**config.mk**
```make
export PLATFORM = sky130hd
export DESIGN_NAME = indexed_key_value_list_core
export DESIGN_NICKNAME = d
export VERILOG_FILES = /design/src/ikvl_pkg.sv /design/src/ikvl_entry_ram.sv /design/src/ikvl_ctrl.sv /design/src/indexed_key_value_list_core.sv
export SDC_FILE = /design/constraint.sdc
export NUM_CORES = 2
export LEC_CHECK = 0
export BUFFER_PORTS_ARGS = -buffer_cell sky130_fd_sc_hd__buf_2
export CAP_MARGIN = 10
export CORE_UTILIZATION = 53
export DETAILED_ROUTE_END_ITERATION = 8
export PLACE_DENSITY = 0.75
export SYNTH_ARGS = -nofsm -noshare
export SYNTH_HDL_FRONTEND = slang
export SYNTH_SLANG_ARGS = --single-unit
```
**constraint.sdc**
```tcl
create_clock -name clk_i -period 11.05 [get_ports clk_i]
set_clock_uncertainty 0.05 [all_clocks]
set_input_delay 2.21 -clock clk_i [delete_from_list [all_inputs] [get_ports clk_i]]
set_output_delay 2.21 -clock clk_i [all_outputs]
set_load 0.05 [all_outputs]
```
**src/ikvl_pkg.sv**
```systemverilog
// ----------------------------------------------------------------------------
// ikvl_pkg
// Shared constants, operation and status codes and the memory request type
// for the positional key/value list.
// ----------------------------------------------------------------------------
package ikvl_pkg;

  localparam int CAPACITY = 16;
  localparam int KEY_W    = 32;
  localparam int VALUE_W  = 32;
  localparam int ADDR_W   = $clog2(CAPACITY);
  localparam int CNT_W    = $clog2(CAPACITY + 1);
  localparam int ENTRY_W  = KEY_W + VALUE_W;

  // Operation codes.
  localparam logic [1:0] CMD_GET    = 2'd0;
  localparam logic [1:0] CMD_SET    = 2'd1;
  localparam logic [1:0] CMD_INSERT = 2'd2;
  localparam logic [1:0] CMD_REMOVE = 2'd3;

  // Status codes.
  localparam logic [1:0] ST_OK    = 2'd0;
  localparam logic [1:0] ST_RANGE = 2'd1;
  localparam logic [1:0] ST_FULL  = 2'd2;

  // One write port and one read port of the entry memory.
  typedef struct packed {
    logic               we;
    logic [ADDR_W-1:0]  waddr;
    logic [ENTRY_W-1:0] wdata;
    logic [ADDR_W-1:0]  raddr;
  } mem_req_t;

endpackage

```
**src/ikvl_entry_ram.sv**
```systemverilog
// ----------------------------------------------------------------------------
// ikvl_entry_ram
// Entry store: one key and one value per list position, one write port and
// one read port with registered read data.
// ----------------------------------------------------------------------------
module ikvl_entry_ram (
  input  logic                        clk_i,
  input  ikvl_pkg::mem_req_t          req_i,
  output logic [ikvl_pkg::ENTRY_W-1:0] rdata_o
);

  logic [ikvl_pkg::ENTRY_W-1:0] mem [ikvl_pkg::CAPACITY];

  always_ff @(posedge clk_i) begin
    if (req_i.we) begin
      mem[req_i.waddr] <= req_i.wdata;
    end
    rdata_o <= mem[req_i.raddr];
  end

endmodule

```
**src/ikvl_ctrl.sv**
```systemverilog
// ----------------------------------------------------------------------------
// ikvl_ctrl
// Sequencer: checks each request, drives the entry memory through the
// read, shift and write steps of the operation, and registers the result.
// ----------------------------------------------------------------------------
module ikvl_ctrl (
  input  logic                          clk_i,
  input  logic                          rst_ni,
  input  logic                          start,
  output logic                          busy,
  input  logic [1:0]                    cmd_i,
  input  logic [ikvl_pkg::CNT_W-1:0]    index_i,
  input  logic [ikvl_pkg::KEY_W-1:0]    key_i,
  input  logic [ikvl_pkg::VALUE_W-1:0]  value_i,
  output ikvl_pkg::mem_req_t            mem_req_o,
  input  logic [ikvl_pkg::ENTRY_W-1:0]  mem_rdata_i,
  output logic                          result_valid_o,
  output logic [1:0]                    status_o,
  output logic [ikvl_pkg::KEY_W-1:0]    key_out_o,
  output logic [ikvl_pkg::VALUE_W-1:0]  value_out_o,
  output logic [ikvl_pkg::CNT_W-1:0]    count_o
);

  localparam int AW = ikvl_pkg::ADDR_W;
  localparam int CW = ikvl_pkg::CNT_W;

  localparam logic [2:0] S_IDLE    = 3'd0;
  localparam logic [2:0] S_READ    = 3'd1;
  localparam logic [2:0] S_INS     = 3'd2;
  localparam logic [2:0] S_INS_FIN = 3'd3;
  localparam logic [2:0] S_RM      = 3'd4;

  logic [2:0]                   state_q, state_d;
  logic [1:0]                   cmd_q, cmd_d;
  logic [AW-1:0]                idx_q, idx_d;
  logic [AW-1:0]                ptr_q, ptr_d;
  logic [ikvl_pkg::KEY_W-1:0]   key_q, key_d;
  logic [ikvl_pkg::VALUE_W-1:0] val_q, val_d;
  logic [CW-1:0]                count_q, count_d;
  logic                         rv_q, rv_d;
  logic [1:0]                   status_q, status_d;
  logic [ikvl_pkg::KEY_W-1:0]   kout_q, kout_d;
  logic [ikvl_pkg::VALUE_W-1:0] vout_q, vout_d;

  logic          idx_ok;
  logic [CW-1:0] count_m1;
  logic [CW-1:0] idx_p1;
  logic [CW-1:0] ptr_p1;

  assign count_m1 = count_q - CW'(1);
  assign idx_p1   = {1'b0, idx_q} + CW'(1);
  assign ptr_p1   = {1'b0, ptr_q} + CW'(1);
  assign idx_ok   = (cmd_i == ikvl_pkg::CMD_INSERT) ? (index_i <= count_q)
                                                    : (index_i < count_q);

  always_comb begin
    state_d   = state_q;
    cmd_d     = cmd_q;
    idx_d     = idx_q;
    ptr_d     = ptr_q;
    key_d     = key_q;
    val_d     = val_q;
    count_d   = count_q;
    rv_d      = 1'b0;
    status_d  = status_q;
    kout_d    = kout_q;
    vout_d    = vout_q;
    mem_req_o = '{we: 1'b0, waddr: ptr_q, wdata: mem_rdata_i, raddr: ptr_q};

    case (state_q)
      S_IDLE: begin
        if (start) begin
          cmd_d = cmd_i;
          idx_d = index_i[AW-1:0];
          key_d = key_i;
          val_d = value_i;
          if (!idx_ok) begin
            rv_d     = 1'b1;
            status_d = ikvl_pkg::ST_RANGE;
            kout_d   = '0;
            vout_d   = '0;
          end else if (cmd_i == ikvl_pkg::CMD_INSERT &&
                       count_q == CW'(ikvl_pkg::CAPACITY)) begin
            rv_d     = 1'b1;
            status_d = ikvl_pkg::ST_FULL;
            kout_d   = '0;
            vout_d   = '0;
          end else if (cmd_i == ikvl_pkg::CMD_INSERT) begin
            if (index_i < count_q) begin
              // Start moving the tail up, last entry first.
              mem_req_o.raddr = count_m1[AW-1:0];
              ptr_d           = count_m1[AW-1:0];
              state_d         = S_INS;
            end else begin
              state_d = S_INS_FIN;
            end
          end else begin
            mem_req_o.raddr = index_i[AW-1:0];
            state_d         = S_READ;
          end
        end
      end

      S_INS: begin
        mem_req_o.we    = 1'b1;
        mem_req_o.waddr = ptr_q + AW'(1);
        mem_req_o.wdata = mem_rdata_i;
        if (ptr_q != idx_q) begin
          mem_req_o.raddr = ptr_q - AW'(1);
          ptr_d           = ptr_q - AW'(1);
        end else begin
          state_d = S_INS_FIN;
        end
      end

      S_INS_FIN: begin
        mem_req_o.we    = 1'b1;
        mem_req_o.waddr = idx_q;
        mem_req_o.wdata = {key_q, val_q};
        rv_d            = 1'b1;
        status_d        = ikvl_pkg::ST_OK;
        kout_d          = key_q;
        vout_d          = val_q;
        count_d         = count_q + CW'(1);
        state_d         = S_IDLE;
      end

      S_READ: begin
        kout_d   = mem_rdata_i[ikvl_pkg::ENTRY_W-1:ikvl_pkg::VALUE_W];
        vout_d   = mem_rdata_i[ikvl_pkg::VALUE_W-1:0];
        status_d = ikvl_pkg::ST_OK;
        if (cmd_q == ikvl_pkg::CMD_REMOVE) begin
          if (idx_p1 < count_q) begin
            mem_req_o.raddr = idx_p1[AW-1:0];
            ptr_d           = idx_p1[AW-1:0];
            state_d         = S_RM;
          end else begin
            rv_d    = 1'b1;
            count_d = count_m1;
            state_d = S_IDLE;
          end
        end else begin
          if (cmd_q == ikvl_pkg::CMD_SET) begin
            mem_req_o.we    = 1'b1;
            mem_req_o.waddr = idx_q;
            mem_req_o.wdata = {key_q, val_q};
          end
          rv_d    = 1'b1;
          state_d = S_IDLE;
        end
      end

      S_RM: begin
        // Close the gap: each entry moves down one place.
        mem_req_o.we    = 1'b1;
        mem_req_o.waddr = ptr_q - AW'(1);
        mem_req_o.wdata = mem_rdata_i;
        if (ptr_p1 < count_q) begin
          mem_req_o.raddr = ptr_p1[AW-1:0];
          ptr_d           = ptr_p1[AW-1:0];
        end else begin
          rv_d    = 1'b1;
          count_d = count_m1;
          state_d = S_IDLE;
        end
      end

      default: begin
        state_d = S_IDLE;
      end
    endcase
  end

  always_ff @(posedge clk_i or negedge rst_ni) begin
    if (!rst_ni) begin
      state_q <= S_IDLE;
      count_q <= '0;
      rv_q    <= 1'b0;
    end else begin
      state_q <= state_d;
      count_q <= count_d;
      rv_q    <= rv_d;
    end
  end

  always_ff @(posedge clk_i) begin
    cmd_q    <= cmd_d;
    idx_q    <= idx_d;
    ptr_q    <= ptr_d;
    key_q    <= key_d;
    val_q    <= val_d;
    status_q <= status_d;
    kout_q   <= kout_d;
    vout_q   <= vout_d;
  end

  assign busy           = (state_q != S_IDLE);
  assign result_valid_o = rv_q;
  assign status_o       = status_q;
  assign key_out_o      = kout_q;
  assign value_out_o    = vout_q;
  assign count_o        = count_q;

endmodule

```
**src/indexed_key_value_list_core.sv**
```systemverilog
// ----------------------------------------------------------------------------
// indexed_key_value_list_core
// Ordered list of up to 16 key/value entries with get, set, insert and
// remove by position.
// ----------------------------------------------------------------------------
// A request is taken when start is high and busy is low, and every request
// gives exactly one result, shown for a single cycle with result_valid_o
// high; the receiver cannot stall, so it must take the result in that cycle.
// A rejected request (index out of range, or insert into a full list) gives
// its result in the cycle after it is taken and leaves busy low. Get and set
// read the entry at the index, set also writes it, and give the result.
// Insert and remove at position p move the entries behind p one place per
// cycle through the single write port of the entry memory, so they take
// longer the nearer p is to the start of the list. The result fields hold
// their last value between strobes, but a remove loads them at its read step,
// ahead of its strobe. count_o is the number of entries after the most recent
// operation.
module indexed_key_value_list_core (
  input  logic                          clk_i,
  input  logic                          rst_ni,
  input  logic                          start,
  output logic                          busy,
  input  logic [1:0]                    cmd_i,
  input  logic [ikvl_pkg::CNT_W-1:0]    index_i,
  input  logic [ikvl_pkg::KEY_W-1:0]    key_i,
  input  logic [ikvl_pkg::VALUE_W-1:0]  value_i,
  output logic                          result_valid_o,
  output logic [1:0]                    status_o,
  output logic [ikvl_pkg::KEY_W-1:0]    key_out_o,
  output logic [ikvl_pkg::VALUE_W-1:0]  value_out_o,
  output logic [ikvl_pkg::CNT_W-1:0]    count_o
);

  // Memory request from the sequencer and registered read data back.
  ikvl_pkg::mem_req_t             mem_req;
  logic [ikvl_pkg::ENTRY_W-1:0]   mem_rdata;

  ikvl_ctrl u_ctrl (
    .clk_i          (clk_i),
    .rst_ni         (rst_ni),
    .start          (start),
    .busy           (busy),
    .cmd_i          (cmd_i),
    .index_i        (index_i),
    .key_i          (key_i),
    .value_i        (value_i),
    .mem_req_o      (mem_req),
    .mem_rdata_i    (mem_rdata),
    .result_valid_o (result_valid_o),
    .status_o       (status_o),
    .key_out_o      (key_out_o),
    .value_out_o    (value_out_o),
    .count_o        (count_o)
  );

  // Read data from the entry memory is only used at positions that have been
  // written, since every used read is bounded by the entry count.
  ikvl_entry_ram u_ram (
    .clk_i   (clk_i),
    .req_i   (mem_req),
    .rdata_o (mem_rdata)
  );

endmodule
```
# --- After elaboration in Yosys (flattened, before gate mapping) ---
# Memories as Yosys holds them, arrays and structs flattened. A register that Yosys moved wholly into a read port is not among the register bits.
# Index checks and enable logic that the tools add are counted.
classes:
  n_mul: 0
  shift: 0
  div: 0
  bitwise: 0
  magnitude_cmp: 4
  reduce_logical: 14
  addsub: 6
  mux: 51
  eq_ne: 18
op_table:
  columns: ["cell", "n"]
  rows:
  - ["$pmux W69 S4", 1]
  - ["$pmux W32 S3", 2]
  - ["$mux W69", 2]
  - ["$mux W32", 3]
  - ["$mux W4", 13]
  - ["$pmux W4 S4", 2]
  - ["$mux W3", 8]
  - ["$lt A5 B5 Y1", 3]
  - ["$mux W5", 3]
  - ["$pmux W5 S3", 1]
  - ["$pmux W3 S4", 1]
  - ["$add A4 B1 Y5 const B", 2]
  - ["$mux W1", 10]
  - ["$ne A2 B2 Y1 const B", 5]
  - ["$reduce_and A5 Y1", 2]
  - ["$reduce_bool A3 Y1", 3]
  - ["$eq A3 B2 Y1 const B", 2]
  - ["$mux W2", 3]
  - ["$ne A2 B1 Y1 const B", 3]
  - ["$reduce_and A3 Y1", 2]
  - ["$add A5 B1 Y5 const B", 1]
  - ["$eq A5 B5 Y1 const B", 1]
  - ["$le A5 B5 Y1", 1]
  - ["$sub A5 B1 Y5 const B", 1]
  - ["other kinds (17)", 18]
totals:
  memories: 1
  latch_bits: 0
  input_bits: 74
  ramBits: 1024
  mem_bits_ro: 0
  ff_bits: 149
mem_list:
  columns: ["memory", "words", "word_bits", "rd", "rd_ports_with_merged_regs", "wr", "line", "text"]
  rows:
  - ["u_ram.mem", 16, 64, 1, 1, 1, "ikvl_entry_ram.sv:12", "logic [ikvl_pkg::ENTRY_W-1:0] mem [ikvl_pkg::CAPACITY];"]

# --- Logic depth before layout (Yosys ltp) ---
depth:
  ltp_word: 7
  ltp_mapped: 16

# --- Hierarchy ---
# From an unflattened synthesis, not the netlist that was laid out.
hier_totals:
  cells_unflattened: 2343
  hier_area_um2: 47082.7
modules_own_cells:
  columns: ["module", "instances", "area_each_um2", "seq_area_each_um2", "cells_each"]
  rows:
  - ["ikvl_entry_ram", 1, 39581.7, 32030.7, 1647]
  - ["ikvl_ctrl", 1, 7500.9, 4429.2, 696]

# --- Worst setup path before layout ---
# OpenSTA, ideal clock, no wires.
synth_path:
  kind: "input to register"
  from: "input port start"
  to: "register u_ram.rdata_o[26] (netlist bit) (read register of u_ram.mem)"
  setup_slack_ps: -857
  setup_ps: 134
  stages: 10
  required_ps: 10866
  t_arrival_ps: 11722
  cell_sequence: "nor4b_1 -> and3_1 -> a21oi_1 -> buf_2 -> nand2_4 -> buf_6 -> buf_2 -> mux2i_1 -> a211oi_1 -> or4_1"
synth_between:
  elab_chain_len: 2
synth_rtl:
  columns: ["element", "line", "text"]
  rows:
  - ["from (decl)", "indexed_key_value_list_core.sv:21", "input logic start,"]
  - ["$mux W4", "ikvl_ctrl.sv:72", "if (start) begin"]
  - ["$pmux W4 S4", "ikvl_ctrl.sv:70", "case (state_q)"]
  - ["to (decl)", "ikvl_entry_ram.sv:9", "output logic [ikvl_pkg::ENTRY_W-1:0] rdata_o"]
# No other way between the ends.
# A chain may end at the register's enable or synchronous reset.

# --- Worst setup path after layout ---
layout_path:
  from: "input port index_i[4] (netlist bit)"
  to: "register u_ram.rdata_o[15] (netlist bit) (read register of u_ram.mem)"
layout_between:
  elab_chain_len: 7
  elab_cells_between_ends: 9
  cone_classes: "order compare (2); mux (7)"
layout_rtl:
  columns: ["element", "line", "text"]
  rows:
  - ["from (decl)", "indexed_key_value_list_core.sv:24", "input logic [ikvl_pkg::CNT_W-1:0] index_i,"]
  - ["$lt A5 B5 Y1", "ikvl_ctrl.sv:54, ikvl_ctrl.sv:89", null]
  - ["$mux W4", "ikvl_ctrl.sv:89", "if (index_i < count_q) begin"]
  - ["$mux W4", "ikvl_ctrl.sv:88", "end else if (cmd_i == ikvl_pkg::CMD_INSERT) begin"]
  - ["$mux W4", "ikvl_ctrl.sv:82", "end else if (cmd_i == ikvl_pkg::CMD_INSERT &&"]
  - ["$mux W4 *", "ikvl_ctrl.sv:77", "if (!idx_ok) begin"]
  - ["$mux W4 *", "ikvl_ctrl.sv:72", null]
  - ["$pmux W4 S4 *", "ikvl_ctrl.sv:70", null]
# Every way passes the cells marked *; elsewhere a longest branch is shown, timed or not.

==> results by group <==
Clock tree
  • Bufs on Longest Clock Path: 3
  • # hold bufs at CTS: 0
  • TritonCTS Buffers: 118
  • TritonCTS Sinks: 1237
  • Clock slew at reported path FFs: 60 ps
  • H-tree levels: 3
  • Skew-Pair Late Insertion Delay: 700 ps
  • CTS tree: yes
  • Cts repair resizes: 0
  • Clock root cell: clkbuf_16
  • Postcts setup bufs: 0

Cells and area
  • Area growth, synth to finish: 12.4%
  • Fin area: 54600 um2
  • # diodes: 0
  • Nets: 3239
  • Layout cells sized above 1: 0.151
  • Filler cell count: 6367
  • Area of the multi-input gates: 11300 um2
  • Reg area: 36500 um2
  • Non-filler cells, final: 4426

Route
  • Detailed Routing Iterations Pass 1: 6
  • Post-route ant nets: 0
  • Final wirelength: 119000 um
  • DRC: 0
  • Vias: 28397
  • Routed len/inst: 26.9 um
  • Starting DRT DRC Count: 3162
  • Average vias per placed instance: 6.42

Floorplanning
  • Site Rows: 110
  • Core Region: 90400 um2
  • Starting Density: 0.537
  • Io pins: 147
  • Die H: 305 um
  • Die Wd: 305 um
  • Total die area: 92800 um2

Timing
  • Crit path time final: 6450 ps
  • Final Setup Violations: 0
  • Maximum clock frequency: 0.155 GHz
  • Rel. slew slack: 0.221
  • Fin Setup TNS: 0 ps
  • Measured slew at the worst slew-check pin: 1170 ps
  • Max Slew Vio Count: 0
  • Final period util: 0.583
  • Final Hold Viols: 0
  • RSZ-0062 raised after global routing: no

Global routing
  • GR Overflow Total: 0
  • Vias in the first global route: 28105
  • Largest net degree at the start of global routing: 141
  • Initial antenna violation count: 2
  • Global Route Usage Sum: 0.252
  • First-pass GRT wire length: 176000 um

Place
  • Hpwl dp: 59400 um
  • Placer congestion estimate: 0.862
  • Placed inst area: 50500 um2
  • Buffers on Ports: 146
  • Placed cells: 4201

Worst setup path
  • Critical path peak fanout: 140
  • Crit path arrival time: 6950 ps
  • Critical Path Stages: 14
  • Critical path's slowest cell: or4_1
  • CP Launch Type: input pin
  • Reg2reg setup slack: 4970 ps
  • Reg2reg end: u_ram.rdata_o[34]$_DFF_P_
  • CP max stage delay: 570 ps
  • Crit path max-delay family: buffers and inverters
  • Critical path required time: 11560 ps
  • Worst Setup SP: index_i[4]
  • R2R cell count: 15
  • Crit path capture: u_ram.rdata_o[15]$_DFF_P_
  • Buffers and inverters on the worst path: 4
  • Crit. End Element: register
  • Crit path cell chain: buf_2 > ha_1 > and3_1 > o21a_1 > o21ai_1 > and3_1 > a21oi_4 > buf_4 > buf_4 > nand2_8 > buf_12 > a211oi_1 > a211oi_1 > or4_1
  • Crit path kind: input pin to register
  • Critical R2R Launch: u_ctrl.ptr_q[0]$_DFFE_PP_

Logic synthesis
  • Synth Area in Simple Gates: 0.0586
  • Syn Nets: 3138
  • Post-synth ARST share: 0.00728
  • Yosys reg bits: 1237
  • Post-synthesis compound-gate area fraction: 0.0937
  • Yosys warns: 0
  • Synthesized area: 48500 um2
  • Netlist cell types: 60
  • Top FF cell, synth: edfxtp_1
  • Number of synthesized flops with an enable pin: 1164
  • Seq/Total Area, Yosys: 0.751
  • Synthesized area per cell: 15.9 um2
  • Cell count after synthesis: 3045
  • Combinational family with the most area after synthesis: compound AO/OA/AOI/OAI gates
  • XOR/XNOR Fraction of Synth Area: 0.00307
  • Mux share of post-synthesis cell area: 0.0676
  • Adder-Cell Fraction of Synth Area: 0.00490

Min path
  • Worst min path class: register to register
  • Hold Path Depth: 2

Status
  • Status: finished clean

Run
  • Max Cap Viol: 0
[area by class of cell]
class / instances / share of cell area
inverter: 13 / 0.000894
tap: 1176 / 0.0270
clock buffer: 171 / 0.0627
timing repair buffer: 199 / 0.0216
clock inverter: 53 / 0.0124
multi-input combinational: 1577 / 0.207
sequential: 1237 / 0.668
[layer usage]
| metal | vias to the layer above | track usage | share of wire | wire (um) |
|---|---|---|---|---|
| li1 | 12321 | - | - | - |
| met1 | 14415 | 0.346 | 0.40 | 47700 |
| met2 | 1436 | 0.412 | 0.48 | 57200 |
| met3 | 223 | 0.0414 | 0.090 | 10700 |
| met4 | 2 | 0.0839 | 0.027 | 3260 |
| met5 | - | 0 | 0.00011 | 13 |
[logic make-up after synthesis]
family	after synthesis
compound gates	655
mux	320
simple gates	566
fa+ha+maj	19
buf+inv	231
flops	1237
xor+xnor	17
[worst reg2reg max path, cell delays in order (launching register included)]
cell and delay, ps:
edfxtp_1 640, ha_1 390, nor2b_1 160, or2_2 310, ha_1 180, a21o_1 170
a21oi_1 350, a21oi_1 220, a221o_1 440, o31ai_4 270, buf_4 390, and2_4 540
buf_4 730, mux2i_1 430, a221oi_1 130, or4_1 530
[cells in the final DEF (no fill, tap or decap), types with 18 or more instances in the layout]
cell type and n:
edfxtp_1 1164, mux2i_1 256, a211oi_1 255, a21oi_1 217, nand2_1 215, buf_2 146
a221oi_1 135, and3_1 132, clkbuf_16 119, nor2_1 79, mux2_2 64, or4_1 64
dfxtp_1 64, buf_4 49, clkbuf_1 27, clkbuf_8 25, ha_1 19, clkinv_2 18
[per-stage QoR]
stage / setup WS [ps] / utilization / hold WS, ps
floorplan: 2700 / - / 486
global placement: 4130 / 0.558 / 514
detailed placement: 4020 / 0.558 / 512
CTS: 4740 / 0.603 / 532
global route: 4430 / 0.604 / 561
finish: 4600 / 0.604 / 530
[cells in the mapped netlist, drive strengths merged (2+ instances only)]
library cell	count	area [um2]
dfxtp	64	1280
a31oi	5	31.3
mux2i	256	2560
o2111ai	2	23.8
o31ai	5	51.3
edfxtp	1164	35000
xnor2	13	114
and2	7	46.3
and3	132	826
a221o	4	40.0
clkbuf	137	515
a21o	2	15.0
nor3	7	35.0
nand2b	7	43.8
nand2	218	828
dfrtp	9	225
buf	81	450
or4	64	480
a221oi	135	1180
nand3b	3	22.5
a41oi	2	25.0
o211ai	3	22.5
or2	3	18.8
nor2	96	360
and4	2	17.5
inv	13	48.8
and3b	2	17.5
nand3	9	45.0
ha	19	238
or3	3	18.8
a211oi	255	1910
nand4	4	25.0
a21oi	220	1100
xor2	4	35.0
nor2b	6	37.5
mux2	64	721
o21ai	13	65.1
[flip-flops by register name, summed over array words and instances (netlist names)]
name and cells:
u_ctrl.cmd_q 2, u_ctrl.count_o 5, u_ctrl.idx_q 4, u_ctrl.key_out_o 32
u_ctrl.key_q 32, u_ctrl.ptr_q 4, u_ctrl.result_valid_o 1, u_ctrl.state_q 3
u_ctrl.status_o 2, u_ctrl.val_q 32, u_ctrl.value_out_o 32, u_ram.mem 1024
u_ram.rdata_o 64
[how the worst min path moves through the flow]
stage                                           end                       from
floorplan             u_ctrl.key_out_o[0]$_DFFE_PP_  u_ram.rdata_o[32]$_DFF_P_
global placement    u_ctrl.value_out_o[9]$_DFFE_PP_   u_ram.rdata_o[9]$_DFF_P_
detailed placement  u_ctrl.value_out_o[8]$_DFFE_PP_   u_ram.rdata_o[8]$_DFF_P_
CTS                  u_ctrl.key_out_o[16]$_DFFE_PP_  u_ram.rdata_o[48]$_DFF_P_
global route         u_ctrl.key_out_o[16]$_DFFE_PP_  u_ram.rdata_o[48]$_DFF_P_
finish               u_ctrl.key_out_o[16]$_DFFE_PP_  u_ram.rdata_o[48]$_DFF_P_
Power is left out: the tool's default activity adds up to more than one toggle a clock period on the data nets, which glitch-free logic cannot reach.
